$ cat src/rtl/core/ptsm_pkg.sv
package ptsm_pkg;

    // Default field widths for the channel interfaces
    localparam int DEF_VALUE_WIDTH   = 31;
    localparam int DEF_FRACTION_BITS = 16;

    // Fixed-point arithmetic wraps at this many bits
    localparam int ARITH_CAP = 64;

endpackage

$ cat src/rtl/core/ptsm_if.sv
interface ptsm_in_if #(
    parameter int VALUE_WIDTH = ptsm_pkg::DEF_VALUE_WIDTH
);
    logic                   valid;
    logic                   ready;
    logic [VALUE_WIDTH-1:0] value_in;
    logic                   last_in;

    modport source (output valid, output value_in, output last_in, input ready);
    modport sink   (input valid, input value_in, input last_in, output ready);
endinterface

interface ptsm_out_if #(
    parameter int VALUE_WIDTH   = ptsm_pkg::DEF_VALUE_WIDTH,
    parameter int FRACTION_BITS = ptsm_pkg::DEF_FRACTION_BITS
);
    logic                                 valid;
    logic                                 ready;
    logic [VALUE_WIDTH+FRACTION_BITS-1:0] output_value;
    logic                                 is_prime;
    logic                                 last_out;

    modport source (output valid, output output_value, output is_prime, output last_out,
                    input ready);
    modport sink   (input valid, input output_value, input is_prime, input last_out,
                    output ready);
endinterface

$ cat src/rtl/core/prime_test_sqrt_map.sv
// Flow: 0, 1 and even values above 2 go straight to the finish state; any other value
//   passes a bound check and a bit-serial remainder pass for each odd trial divisor
//   (3, 5, 7 and so on while d*d <= value), then takes one step per root bit if prime.
// Throughput: one word at a time, taken only in the idle state; the worst case is set
//   by the bit-serial remainder steps of the shared subtract unit.
// Reset (i_rst_n, synchronous, active low) empties the output register and idles.
module prime_test_sqrt_map #(
    parameter int VALUE_WIDTH   = 31,
    parameter int FRACTION_BITS = 16
) (
    input  logic        i_clk,
    input  logic        i_rst_n,
    ptsm_in_if.sink     i_in,
    ptsm_out_if.source  o_out
);

    localparam int OW  = VALUE_WIDTH + FRACTION_BITS;
    localparam int XW  = VALUE_WIDTH + 2 * FRACTION_BITS;
    localparam int RW  = (XW < ptsm_pkg::ARITH_CAP) ? XW : ptsm_pkg::ARITH_CAP;
    localparam int SRW = RW + (RW % 2);
    localparam int RH  = SRW / 2;
    localparam int DW  = (VALUE_WIDTH + 1) / 2 + 2;
    localparam int QW  = VALUE_WIDTH + 1;
    localparam int RMW = (DW > RH + 1) ? DW : RH + 1;
    localparam int SW  = (DW + 1 > RH + 3) ? DW + 1 : RH + 3;
    localparam int CNT_MAX = (VALUE_WIDTH > RH) ? VALUE_WIDTH : RH;
    localparam int CW  = $clog2(CNT_MAX);

    typedef enum logic [2:0] {
        S_IDLE,
        S_BOUND,
        S_DIV,
        S_SQRT,
        S_FIN
    } t_state;

    t_state                 r_state, n_state;
    logic                   r_ovalid, n_ovalid;
    logic [VALUE_WIDTH-1:0] r_v, n_v;
    logic                   r_last, n_last;
    logic                   r_prime, n_prime;
    logic [DW-1:0]          r_d, n_d;
    logic [QW-1:0]          r_dsq, n_dsq;
    logic [RMW-1:0]         r_rem, n_rem;
    logic [RH-1:0]          r_root, n_root;
    logic [SRW-1:0]         r_sh, n_sh;
    logic [CW-1:0]          r_cnt, n_cnt;
    logic [OW-1:0]          r_oval, n_oval;
    logic                   r_oprime, n_oprime;
    logic                   r_olast, n_olast;

    // Shared subtract/compare unit
    logic [SW-1:0] a_op, b_op;
    logic [SW:0]   diff;
    logic          ge;

    logic [XW-1:0] rad_full;
    logic [OW-1:0] scaled;
    logic [OW-1:0] cap_mask;
    logic          out_free;

    // Pick operands: remainder step while dividing, root step otherwise
    always_comb begin
        if (r_state == S_DIV) begin
            a_op = SW'({r_rem[DW-1:0], r_sh[SRW-1]});
            b_op = SW'(r_d);
        end else begin
            a_op = SW'({r_rem[RH:0], r_sh[SRW-1 -: 2]});
            b_op = SW'({r_root, 2'b01});
        end
        diff = {1'b0, a_op} - {1'b0, b_op};
        ge   = !diff[SW];
    end

    // Radicand and pass-through scaling, wrapped at the arithmetic cap
    always_comb begin
        rad_full = XW'(r_v) << (2 * FRACTION_BITS);
        scaled   = OW'(r_v) << FRACTION_BITS;
        for (int i = 0; i < OW; i++) begin
            cap_mask[i] = (i < ptsm_pkg::ARITH_CAP);
        end
    end

    assign out_free = !r_ovalid || o_out.ready;

    // Sequencer
    always_comb begin
        n_state  = r_state;
        n_ovalid = r_ovalid;
        n_v      = r_v;
        n_last   = r_last;
        n_prime  = r_prime;
        n_d      = r_d;
        n_dsq    = r_dsq;
        n_rem    = r_rem;
        n_root   = r_root;
        n_sh     = r_sh;
        n_cnt    = r_cnt;
        n_oval   = r_oval;
        n_oprime = r_oprime;
        n_olast  = r_olast;

        // drop the word once taken
        if (r_ovalid && o_out.ready) begin
            n_ovalid = 1'b0;
        end

        unique case (r_state)
            S_IDLE: begin
                if (i_in.valid) begin
                    n_v     = i_in.value_in;
                    n_last  = i_in.last_in;
                    n_prime = 1'b0;
                    n_d     = DW'(3);
                    n_dsq   = QW'(9);
                    if (i_in.value_in < VALUE_WIDTH'(2) ||
                        (!i_in.value_in[0] && i_in.value_in != VALUE_WIDTH'(2))) begin
                        n_state = S_FIN;
                    end else begin
                        n_state = S_BOUND;
                    end
                end
            end
            S_BOUND: begin
                n_rem = '0;
                if (r_dsq > {1'b0, r_v}) begin
                    // no divisor left: prime, start the root
                    n_prime = 1'b1;
                    n_root  = '0;
                    n_sh    = SRW'(rad_full[RW-1:0]);
                    n_cnt   = CW'(RH - 1);
                    n_state = S_SQRT;
                end else begin
                    n_sh    = SRW'(r_v) << (SRW - VALUE_WIDTH);
                    n_cnt   = CW'(VALUE_WIDTH - 1);
                    n_state = S_DIV;
                end
            end
            S_DIV: begin
                // one remainder bit per cycle
                n_rem = ge ? RMW'(diff[DW-1:0]) : RMW'(a_op[DW-1:0]);
                n_sh  = r_sh << 1;
                n_cnt = r_cnt - CW'(1);
                if (r_cnt == '0) begin
                    if (n_rem == '0) begin
                        n_state = S_FIN;
                    end else begin
                        n_d     = r_d + DW'(2);
                        n_dsq   = r_dsq + QW'({r_d, 2'b00}) + QW'(4);
                        n_state = S_BOUND;
                    end
                end
            end
            S_SQRT: begin
                // one root bit per cycle
                n_rem  = ge ? RMW'(diff[RH:0]) : RMW'(a_op[RH:0]);
                n_root = {r_root[RH-2:0], ge};
                n_sh   = r_sh << 2;
                n_cnt  = r_cnt - CW'(1);
                if (r_cnt == '0) begin
                    n_state = S_FIN;
                end
            end
            S_FIN: begin
                // hold until the output register frees up
                if (out_free) begin
                    n_oval   = r_prime ? OW'(r_root) : (scaled & cap_mask);
                    n_oprime = r_prime;
                    n_olast  = r_last;
                    n_ovalid = 1'b1;
                    n_state  = S_IDLE;
                end
            end
            default: n_state = S_IDLE;
        endcase
    end

    always_ff @(posedge i_clk) begin
        if (!i_rst_n) begin
            r_state  <= S_IDLE;
            r_ovalid <= 1'b0;
        end else begin
            r_state  <= n_state;
            r_ovalid <= n_ovalid;
        end
        r_v      <= n_v;
        r_last   <= n_last;
        r_prime  <= n_prime;
        r_d      <= n_d;
        r_dsq    <= n_dsq;
        r_rem    <= n_rem;
        r_root   <= n_root;
        r_sh     <= n_sh;
        r_cnt    <= n_cnt;
        r_oval   <= n_oval;
        r_oprime <= n_oprime;
        r_olast  <= n_olast;
    end

    assign i_in.ready         = (r_state == S_IDLE);
    assign o_out.valid        = r_ovalid;
    assign o_out.output_value = r_oval;
    assign o_out.is_prime     = r_oprime;
    assign o_out.last_out     = r_olast;

    // Zero and one go straight to the result as composite
    a_small_composite: assert property (@(posedge i_clk) disable iff (!i_rst_n)
        (i_in.valid && i_in.ready && i_in.value_in < VALUE_WIDTH'(2))
        |=> (r_state == S_FIN && !r_prime))
        else $error("small value not flagged composite");

    // Partial remainder stays below the trial divisor
    a_rem_bound: assert property (@(posedge i_clk) disable iff (!i_rst_n)
        (r_state == S_DIV) |-> (r_rem[DW-1:0] < r_d))
        else $error("remainder out of range");

    // A divisor is only tried while its square fits the value
    a_div_limit: assert property (@(posedge i_clk) disable iff (!i_rst_n)
        (r_state == S_DIV) |-> (r_dsq <= {1'b0, r_v}))
        else $error("divisor beyond square root");

    // A new result word appears only out of the finish state
    a_out_source: assert property (@(posedge i_clk) disable iff (!i_rst_n)
        $rose(r_ovalid) |-> $past(r_state == S_FIN))
        else $error("result word without finish");

endmodule
$ cat src/flat_wrapper.sv
// flat-port wrapper written by rule: the top's interface ports become plain ports
module prime_test_sqrt_map_flat 
#(
    parameter int VALUE_WIDTH   = 31,
    parameter int FRACTION_BITS = 16
)
  (i_clk, i_rst_n, i_in_valid, i_in_value_in, i_in_last_in, i_in_ready, o_out_valid, o_out_output_value, o_out_is_prime, o_out_last_out, o_out_ready);
  ptsm_in_if #(.VALUE_WIDTH(VALUE_WIDTH)) i_in_i ();
  ptsm_out_if #(.VALUE_WIDTH(VALUE_WIDTH), .FRACTION_BITS(FRACTION_BITS)) o_out_i ();
  input  logic i_clk;
  input  logic i_rst_n;
  input wire logic [$bits(i_in_i.valid)-1:0] i_in_valid;
  input wire logic [$bits(i_in_i.value_in)-1:0] i_in_value_in;
  input wire logic [$bits(i_in_i.last_in)-1:0] i_in_last_in;
  output wire logic [$bits(i_in_i.ready)-1:0] i_in_ready;
  output wire logic [$bits(o_out_i.valid)-1:0] o_out_valid;
  output wire logic [$bits(o_out_i.output_value)-1:0] o_out_output_value;
  output wire logic [$bits(o_out_i.is_prime)-1:0] o_out_is_prime;
  output wire logic [$bits(o_out_i.last_out)-1:0] o_out_last_out;
  input wire logic [$bits(o_out_i.ready)-1:0] o_out_ready;
  assign i_in_i.valid = i_in_valid;
  assign i_in_i.value_in = i_in_value_in;
  assign i_in_i.last_in = i_in_last_in;
  assign i_in_ready = i_in_i.ready;
  assign o_out_valid = o_out_i.valid;
  assign o_out_output_value = o_out_i.output_value;
  assign o_out_is_prime = o_out_i.is_prime;
  assign o_out_last_out = o_out_i.last_out;
  assign o_out_i.ready = o_out_ready;
  prime_test_sqrt_map #(.VALUE_WIDTH(VALUE_WIDTH), .FRACTION_BITS(FRACTION_BITS)) u_core (.i_clk(i_clk), .i_rst_n(i_rst_n), .i_in(i_in_i), .o_out(o_out_i));
endmodule
$ cat config.mk
export PLATFORM = sky130hd
export DESIGN_NAME = prime_test_sqrt_map_flat
export DESIGN_NICKNAME = d
export VERILOG_FILES = /design/src/rtl/core/ptsm_pkg.sv /design/src/rtl/core/ptsm_if.sv /design/src/rtl/core/prime_test_sqrt_map.sv /design/src/flat_wrapper.sv
export SDC_FILE = /design/constraint.sdc
export NUM_CORES = 1
export LEC_CHECK = 0
export BUFFER_PORTS_ARGS = -buffer_cell sky130_fd_sc_hd__buf_2
export CORE_ASPECT_RATIO = 0.6
export CORE_MARGIN = 2
export CORE_UTILIZATION = 56
export CTS_CLUSTER_DIAMETER = 80
export DETAILED_ROUTE_END_ITERATION = 6
export PLACE_DENSITY = 0.77
export SETUP_SLACK_MARGIN = 0.4
export SYNTH_ARGS = -nofsm -noshare
export SYNTH_HDL_FRONTEND = slang
export SYNTH_SLANG_ARGS = --single-unit
$ cat constraint.sdc
create_clock -name i_clk -period 5.6 [get_ports i_clk]
set_clock_uncertainty 0.2 [all_clocks]
set_input_delay 0 -clock i_clk [delete_from_list [all_inputs] [get_ports i_clk]]
set_output_delay 0 -clock i_clk [all_outputs]
set_load 0.1 [all_outputs]
== Yosys cells after proc, flatten, opt, wreduce, memory -nomap -nowiden ==
Cells that the tools add are included.

* Logic and storage cells: 90
* Register bits after elaboration: 270
* Output and inout port bits: 51
* Bits of input ports: 36

* Add/sub/neg operators: 5
* Magnitude comparators: 2
* Eq/ne operators: 11
* Multiplexer cells: 34
* Reduce and logical (&&, ||, !) cells: 22

{| class="wikitable"
|+ Operators by type and width
! kind !! count
|-
| case mux 64 bit (3 select lines) || 1
|-
| two-way mux 32 bit || 5
|-
| case mux 32 bit (2 select lines) || 2
|-
| case mux 33 bit (3 select lines) || 1
|-
| two-way mux 18 bit || 4
|-
| two-way mux 64 bit || 1
|-
| case mux 18 bit (2 select lines) || 1
|-
| subtractor 35 x 34 -> 36 bit || 1
|-
| two-way mux 35 bit || 1
|-
| two-way mux 34 bit || 1
|-
| logical NOT 33 bit || 1
|-
| two-way mux 33 bit || 1
|-
| adder 32 x 20 -> 32 bit || 1
|-
| adder 32 x 3 -> 32 bit, second input constant || 1
|-
| > comparator 32 x 31 -> 1 bit || 1
|-
| less-than comparator 31 x 2 -> 1 bit, second input constant || 1
|-
| != test 31 x 2 -> 1 bit, second input constant || 1
|-
| adder 18 x 2 -> 18 bit, second input constant || 1
|-
| two-way mux 3 bit || 6
|-
| case mux 3 bit (5 select lines) || 1
|-
| case mux 5 bit (2 select lines) || 1
|-
| AND reduction 4 bit || 2
|-
| nonzero test 2 bit || 4
|-
| two-way mux 1 bit || 7
|-
| 16 further kinds || 27
|}

== Logic depth before layout (Yosys ltp) ==
Gate-level depths: netlist (run 1).

* Depth in word-level cells: 8
* Gate-level depth with buffers: 19
* Gate-level depth less buffers: 14

== Worst setup path after synthesis (run 1) ==
Ideal clock, no wire load.

* Kind: reg-to-reg
* Start point: register u_core.r_state[1]
* End point: register u_core.r_d[10] (enable)
* Period minus slack after synthesis: 5.979 ns
* Stages on the path, launching flop included: 20
* Setup slack: -0.379 ns
* Required time: 4.993 ns
* Setup time: 0.407 ns
* Buffers on the path: 7
* Arrival time: 5.372 ns
* Path through: dfxtp_1 > nor3b_4 > buf_4 > buf_4 > clkbuf_1 > clkbuf_1 > mux2i_1 > ha_1 > buf_2 > a21oi_2 > o22ai_1 > o41a_1 > o2bb2ai_2 > a22o_4 > a2111oi_4 > buf_4 > nor2_2 > buf_4 > nand3_2 > a31o_1

* Word-level cells in the longest chain between the ends: 7
* Elaborated cells between the ends (all ways): 12
* Classes of those cells: add/sub: 1; eq/ne: 4; mux: 3; reduce/logical: 4

{| class="wikitable"
|+ RTL lines
! what !! RTL line !! RTL
|-
| start: declaration || prime_test_sqrt_map.sv:37 || <nowiki>t_state r_state, n_state;</nowiki>
|-
| start signal: assignment || prime_test_sqrt_map.sv:183 || <nowiki>r_state <= n_state;</nowiki>
|-
| equality test 3 x 2 -> 1 bit || prime_test_sqrt_map.sv:64, prime_test_sqrt_map.sv:108 ||
|-
| two-way mux 35 bit or two-way mux 34 bit (tied branches) || prime_test_sqrt_map.sv:64 || <nowiki>if (r_state == S_DIV) begin</nowiki>
|-
| subtractor 35 x 34 -> 36 bit || prime_test_sqrt_map.sv:71 || <nowiki>diff = {1'b0, a_op} - {1'b0, b_op};</nowiki>
|-
| two-way mux 18 bit || prime_test_sqrt_map.sv:141 || <nowiki>n_rem = ge ? RMW'(diff[DW-1:0]) : RMW'(a_op[DW-1:0]);</nowiki>
|-
| logical NOT 33 bit || prime_test_sqrt_map.sv:145 || <nowiki>if (n_rem == '0) begin</nowiki>
|-
| != test 2 bit (no source line) || -- ||
|-
| AND reduction 4 bit (no source line) (*) || -- ||
|-
| end signal: assignment || prime_test_sqrt_map.sv:189 || <nowiki>r_d <= n_d;</nowiki>
|-
| end: declaration || prime_test_sqrt_map.sv:42 || <nowiki>logic [DW-1:0] r_d, n_d;</nowiki>
|}

Mark *: on every way between the ends. The rest lies on a longest branch, timed or not.
A chain may end at the register's enable or synchronous reset.

== Worst setup path in the final report (run 1) ==
* Start point: register u_core.r_state[1]
* End point: register u_core.r_state[2]

* Word-level cells in the longest chain between the ends: 8
* Elaborated cells between the ends (all ways): 18
* Classes of those cells: add/sub: 1; eq/ne: 8; mux: 6; reduce/logical: 3

{| class="wikitable"
|+ RTL lines
! what !! RTL line !! RTL
|-
| equality test 3 x 2 -> 1 bit || prime_test_sqrt_map.sv:64, prime_test_sqrt_map.sv:108 ||
|-
| two-way mux 35 bit or two-way mux 34 bit (tied branches) || prime_test_sqrt_map.sv:64 ||
|-
| subtractor 35 x 34 -> 36 bit || prime_test_sqrt_map.sv:71 ||
|-
| two-way mux 18 bit || prime_test_sqrt_map.sv:141 ||
|-
| logical NOT 33 bit || prime_test_sqrt_map.sv:145 ||
|-
| two-way mux 3 bit || prime_test_sqrt_map.sv:145 ||
|-
| two-way mux 3 bit || prime_test_sqrt_map.sv:144 || <nowiki>if (r_cnt == '0) begin</nowiki>
|-
| case mux 3 bit (5 select lines) || prime_test_sqrt_map.sv:108 || <nowiki>unique case (r_state)</nowiki>
|}

Several ways; a longest one is shown, not always the timed one. The select of a mux whose other input is x is not followed.

==> results of run 1 <==
==> worst max-delay path, delay by kind of cell (launching register included) <==
kind	cells	cell delay, ns
AO/OA/AOI/OAI	7	1.71
buffers and inverters	4	1.22
AND/OR/NAND/NOR	3	0.54
flip-flops	1	0.43
adder cells (fa/ha/maj)	1	0.42
multiplexers	1	0.38
==> metrics by stage <==
step / hold WS (ns) / power (mW)
2_1_floorplan: -0.101 / 4.22
3_3_place_gp: -0.0164 / 4.76
6_report: 0.00696 / 6.38
4_1_cts: 0.000334 / 6.31
3_5_place_dp: -0.0125 / 4.81
5_1_grt: 0.00826 / 6.70
==> cells in the final DEF, fill, tap and decap left out, types with 4 or more instances in the layout <==
cell,instances
edfxtp_1,230
nand2_1,160
nor2_1,109
ha_1,97
buf_2,86
a21oi_1,65
mux2i_1,52
inv_1,51
nand3_1,48
and3_1,43
dlygate4sd3_1,43
o21ai_0,35
xor2_1,33
nor3_1,32
xnor2_1,32
o221ai_1,30
nor2b_1,27
a21o_1,24
clkbuf_16,24
and2_1,21
buf_4,19
nand4_1,17
mux2_2,12
nor4_1,12
nand2b_1,9
o21a_1,9
a211oi_1,9
or3_1,7
a31oi_1,6
clkinv_2,6
and4_1,5
or2_2,5
o22ai_1,5
o21ai_1,5
nor3b_1,5
clkbuf_1,5
o211ai_1,4
clkinv_1,4
==> final timing paths <==
kind / from / end / slack (ns) / depth (start not counted)
worst min-delay path: i_in_value_in[27] / u_core.r_v[27] / 0.007 / 2
worst max-delay path: u_core.r_state[1] / u_core.r_state[2] / 0.60 / 16
worst max register to register: u_core.r_state[1] / u_core.r_state[2] / 0.60 / 16
worst min register to register: u_core.r_last / u_core.o_out.last_out / 0.23 / 0
==> repair_timing <==
action,4_1_cts,5_1_grt
hold endpoints to repair,36,0
buffers inserted,0,1
hold buffers,43,0
gates resized for setup,0,3
setup endpoints to repair,0,1
==> layer usage <==
metal / routed length, um / vias up / part of all wire, %
met4: 665 / 0 / 1.7
li1: - / 5215 / -
met5: 0 / - / 0
met3: 4000 / 58 / 10
met2: 15800 / 617 / 41
met1: 18200 / 5394 / 47
==> cells by family after synthesis <==
logic type,after synthesis,share of synthesized area [%]
xor gates and xnor gates,65,4.00
muxes,64,4.61
AOI/OAI and AO/OA,244,12.1
adders and majority gates,99,8.81
DFF,234,49.1
and+or+nand+nor,522,18.0
buffers and inverters,123,3.45
==> final cells by class <==
class / instances / area, sq um
fillers: 1917 / 8970
clock inverters: 13 / 91.3
clock buffers: 28 / 594
inverters: 52 / 195
flip-flops and latches: 234 / 6990
well taps: 329 / 412
multi-input cells: 994 / 6800
repair buffers: 151 / 1060
==> sequential cells by signal (all words and copies together) (netlist names) <==
signal	flops
u_core.o_out.output_value	47
u_core.r_sh	32
u_core.o_out.valid	1
u_core.r_root	32
u_core.r_state	3
u_core.r_dsq	29
u_core.r_v	31
u_core.r_rem	33
u_core.r_cnt	5
u_core.r_last	1
u_core.r_prime	1
u_core.o_out.last_out	1
u_core.o_out.is_prime	1
u_core.r_d	17
==> power groups by stage <==
stage | combinational, mW | clock, mW | sequential (mW)
after global placement | 2.30 | 0 | 2.46
after detailed placement | 2.35 | 0 | 2.47
after global routing | 2.68 | 1.56 | 2.46
after CTS | 2.39 | 1.49 | 2.43
after floorplan | 1.67 | 0 | 2.55
final | 2.45 | 1.48 | 2.44
==> out/results.ini, run 1 <==
[sta]
timing_hold_violations_final = 0
fin_crit_sh_pct = 89.3
relSlewSlack_pct = 25.5
rsz0062_at_grt = no
slew_violations = 0
finalWorstSetupSlack_ns = 0.600
finalSetupTns_ns = 0
min_period_ns = 5.00
tightest_slew_ns = 1.12
max_freq_mhz = 200
setup_viol = 0

[place]
dp.cells = 1715
place_area_sq_um = 15000
place_ws_ns = 0.668
portBuffers = 86
dpl.hpwl_mm = 26.8
routabilityCongestion = 0.897

[pwr]
switching_share_pct = 38.5
p_leak_nw = 6.44
max-vdd-ir-drop_mv = 0.263
pwr-share-seq_pct = 38.3
pwr-share-clk_pct = 23.2
internal-power_mw = 3.92
power_switching_mw = 2.45
comb_power_share_pct = 38.5
power_density_nw_per_um2 = 395

[routing]
routedWlPerCell_um = 21.4
routed_wl_mm = 38.6
vias_per_cell = 6.27
dr.pass1.iters = 7
drc = 0
antenna_left = 0
vias = 11284
drt_iter0_markers = 1436

[floorplanning]
coreArea_sq_um = 25100
fp.dieH_um = 127
initial_core_util_pct = 56.7
fp.dieW_um = 210
rows = 45
io_pins = 87
die_area_sq_um = 26700

[synthesis]
yosysWarnings = 0
yosysUniqueCellTypes = 85
netlist_top_cells_area = edfxtp_1 49%, ha_1 8.5%, nand2_1 4.3%, mux2i_1 3.7%, nor2_1 2.9%
synth_nets = 1486
yosys.area.top_type = edfxtp_1
synth_common_cells = 230 x edfxtp_1, 162 x nand2_1, 111 x nor2_1, 97 x ha_1, 65 x a21oi_1
synth.avg_cell_area_sq_um = 10.5
yosysSeqAreaShare_pct = 49.1
ys.flop_type = edfxtp_1
syn_inst = 1351
ys_seq_elements = 234
synth_top_area_share_pct = 48.5
synth_edf_count = 230
async_flop_share_pct = 0
synth.most_common_cell = edfxtp_1
synth_area_sq_um = 14200

[critical_path]
cp_data_required_time_ns = 5.86
path_class = reg2reg
arrival_ns = 5.26
cp_max_fo = 21
startpoint_type = flop
critPathCaptureType = flop
crit_chain = nor3b_4 > buf_12 > mux2_2 > ha_1 > a21oi_1 > o22ai_1 > o41a_1 > o2bb2ai_2 > a22o_4 > a2111oi_4 > buf_4 > or2_1 > buf_6 > nand3_1 > a31oi_1 > dlygate4sd3_1
slowest_stage = dlygate4sd3_1
max_stage_delay_ns = 0.56

[cts]
htreeDepth = 1
cts_tree = yes
clkSinkCount = 234
cts_max_path_buffers = 3
clock_latency_ns = 0.52
clk_root_buffer_cell = clkbuf_16
numCtsBuffers = 23
clkTransAtPathRegs_ns = 0.07

[hold_path]
hold_path_class = in2reg

[global_route]
grt_pass1_wl_mm = 59.9
grt_util_met2_pct = 40.7
first_global_vias = 10547
grt_util_met3_pct = 5.75
grt_max_degree = 114
overflow = 0
use_met1_pct = 45.7
antenna_found_initial = 1
grt.busiest_layer = met1
grt_use_total_pct = 28.7

[layout]
drive_gt1_share_pct = 12.8
num_antenna_cells = 0
fin_cells = 1801
finish.utilization_pct = 64.3
syn2layout_area_growth_pct = 13.4
finalInstanceArea_sq_um = 16100
final_nets = 1591

[run]
cap_violations = 0

[status]
status = completed

No activity file was read; power rests on OpenSTA's default activity.
==> run 2: changes to the inputs <==
--- a/config.mk
+++ b/config.mk
@@ -13,4 +13,5 @@
 export DETAILED_ROUTE_END_ITERATION = 6
 export PLACE_DENSITY = 0.77
+export REMOVE_ABC_BUFFERS = 1
 export SETUP_SLACK_MARGIN = 0.4
 export SYNTH_ARGS = -nofsm -noshare
==> constraint.sdc (replaced) <==
create_clock -name i_clk -period 5.6 [get_ports i_clk]
set_clock_uncertainty 0.2 [all_clocks]
set_input_delay 0.28 -clock i_clk [delete_from_list [all_inputs] [get_ports i_clk]]
set_output_delay 0.28 -clock i_clk [all_outputs]
set_load 0.1 [all_outputs]
==> run 2 against run 1 <==
Effect of this change: die area is the same; highest routed layer unchanged; critical endpoint is now u_core.r_dsq[31]; critical path depth decreased by 2; via count up 0.12%; sequential power hardly changed; sequential share of layout area is essentially flat; non-clock buffer count decreased by 8; utilization about the same; largest power group unchanged; largest cell class unchanged; final cell count is 0.44% lower.
==> out/results.ini, run 2 (synthesis gave the netlist of run 1 again) <==
[status]
status = completed

[sta]
rsz0062_at_grt = no
min_period_ns = 5.00
max_freq_mhz = 200
holdWs_ns = 0.0539
timing_hold_violations_final = 0
relSlewSlack_pct = 28.2
tightest_slew_ns = 1.07
slew_violations = 0
fin_crit_sh_pct = 89.3
setup_viol = 0

[cts]
clock_latency_ns = 0.54
post_cts_buffers = 0
htreeDepth = 1
cts_max_path_buffers = 3
numCtsBuffers = 23
clkSinkCount = 234
clkTransAtPathRegs_ns = 0.07
cts_tree = yes
clk_root_buffer_cell = clkbuf_16

[floorplanning]
initial_core_util_pct = 56.7
fp.dieW_um = 210
coreArea_sq_um = 25100
die_area_sq_um = 26700
rows = 45
fp.dieH_um = 127
io_pins = 87

[place]
place_area_sq_um = 15000
dpl.hpwl_mm = 27.4
portBuffers = 86
routabilityCongestion = 0.926

[critical_path]
crit_chain = nor3b_4 > buf_6 > mux2_2 > ha_1 > and3_1 > or4b_1 > nor3_2 > nor3_2 > xnor2_1 > nor4_1 > and4b_4 > nand3_2 > a31o_2 > buf_6
cp_data_required_time_ns = 5.63
max_stage_delay_ns = 0.52
startpoint_type = flop
critPathCaptureType = flop
cp_max_fo = 46
arrival_ns = 5.03
slowest_stage = or4b_1
path_class = reg2reg

[layout]
largest_register_ffs = 47
syn2layout_area_growth_pct = 13.4
layout_common_cells = 230 x edfxtp_1, 160 x nand2_1, 109 x nor2_1, 96 x ha_1, 86 x buf_2
finish.utilization_pct = 64.2
drive_gt1_share_pct = 13.3
final_nets = 1583
num_antenna_cells = 0
finalInstanceArea_sq_um = 16100
layout_commonest_cell = edfxtp_1

[global_route]
grt_max_degree = 93
first_global_vias = 10264
grt_use_total_pct = 28.7
antenna_found_initial = 0
grt_pass1_wl_mm = 59.5
overflow = 0

[routing]
vias_per_cell = 6.30
antenna_left = 0
vias = 11297
routedWlPerCell_um = 21.6
dr.pass1.iters = 5
routed_wl_mm = 38.8
drt_iter0_markers = 1396
drc = 0

[pwr]
p_leak_nw = 6.44
max-vdd-ir-drop_mv = 0.249
power_density_nw_per_um2 = 407

[run]
cap_violations = 0

[hold_path]
hold_path_class = in2reg

run 2: cell types whose count changed in the layout (fill, tap and decap cells not counted), sizes merged:
cell and delta:
dlygate4sd3 -10, buf +3, bufinv +3, clkbuf -3
clkinv -3, inv +2
run 2: cell type report:
| type | instances | area (sq um) |
|---|---|---|
| clock buffer | 26 | 587 |
| clock inverter | 15 | 188 |
| fill | 1979 | 8980 |
| inverter | 52 | 195 |
| multi-input combinational | 994 | 6790 |
| sequential | 234 | 6990 |
| tap | 329 | 412 |
| timing repair buffer | 143 | 973 |
run 2: through the flow:
stage	cells	setup slack, ns	setup TNS (ns)	power [mW]
after global routing	1793	0.419	0	6.88
final	1793	0.601	0	6.57
after floorplan	1280	-1.79	-111.78	4.18
after detailed placement	1719	0.532	0	4.85
after CTS	1793	0.464	0	6.52
after global placement	1719	0.653	0	4.80
run 2: final timing paths:
path	startpoint	endpoint	slack [ns]	cells after the start
setup reg to reg	u_core.r_state[2]	u_core.r_dsq[31]	0.60	14
hold reg to reg	u_core.r_last	u_core.o_out.last_out	0.23	0
hold / removal	o_out_ready	u_core.o_out.valid	0.05	4
setup / recovery	u_core.r_state[2]	u_core.r_dsq[31]	0.60	14
run 2: critical path: cells and delay by family (launching register included):
family / cells / cell delay (ns)
XOR/XNOR: 1 / 0.19
adder cells (fa/ha/maj): 1 / 0.43
flip-flops: 1 / 0.48
multiplexers: 1 / 0.39
buffers and inverters: 2 / 0.50
AO/OA/AOI/OAI: 1 / 0.27
AND/OR/NAND/NOR: 8 / 2.20
run 2: layer usage:
metal,routed length (um),global-route usage [%],vias to the layer above
li1,-,-,5207
met5,0,0,-
met3,4650,6.51,58
met4,633,4.76,0
met2,15200,38.5,637
met1,18300,47.1,5395
run 2: timing repair:
action | in CTS | in global routing
gates resized for setup | 0 | 4
hold endpoints to repair | 35 | 0
hold buffers | 33 | 0
setup endpoints to repair | 0 | 46
run 2: power by group:
part           leakage [nW]  switching (mW)  internal (mW)
Clock                 0.379           0.695          0.945
Sequential             2.20           0.195           2.25
Combinational          3.86            1.61          0.875
Total                  6.44            2.50           4.07
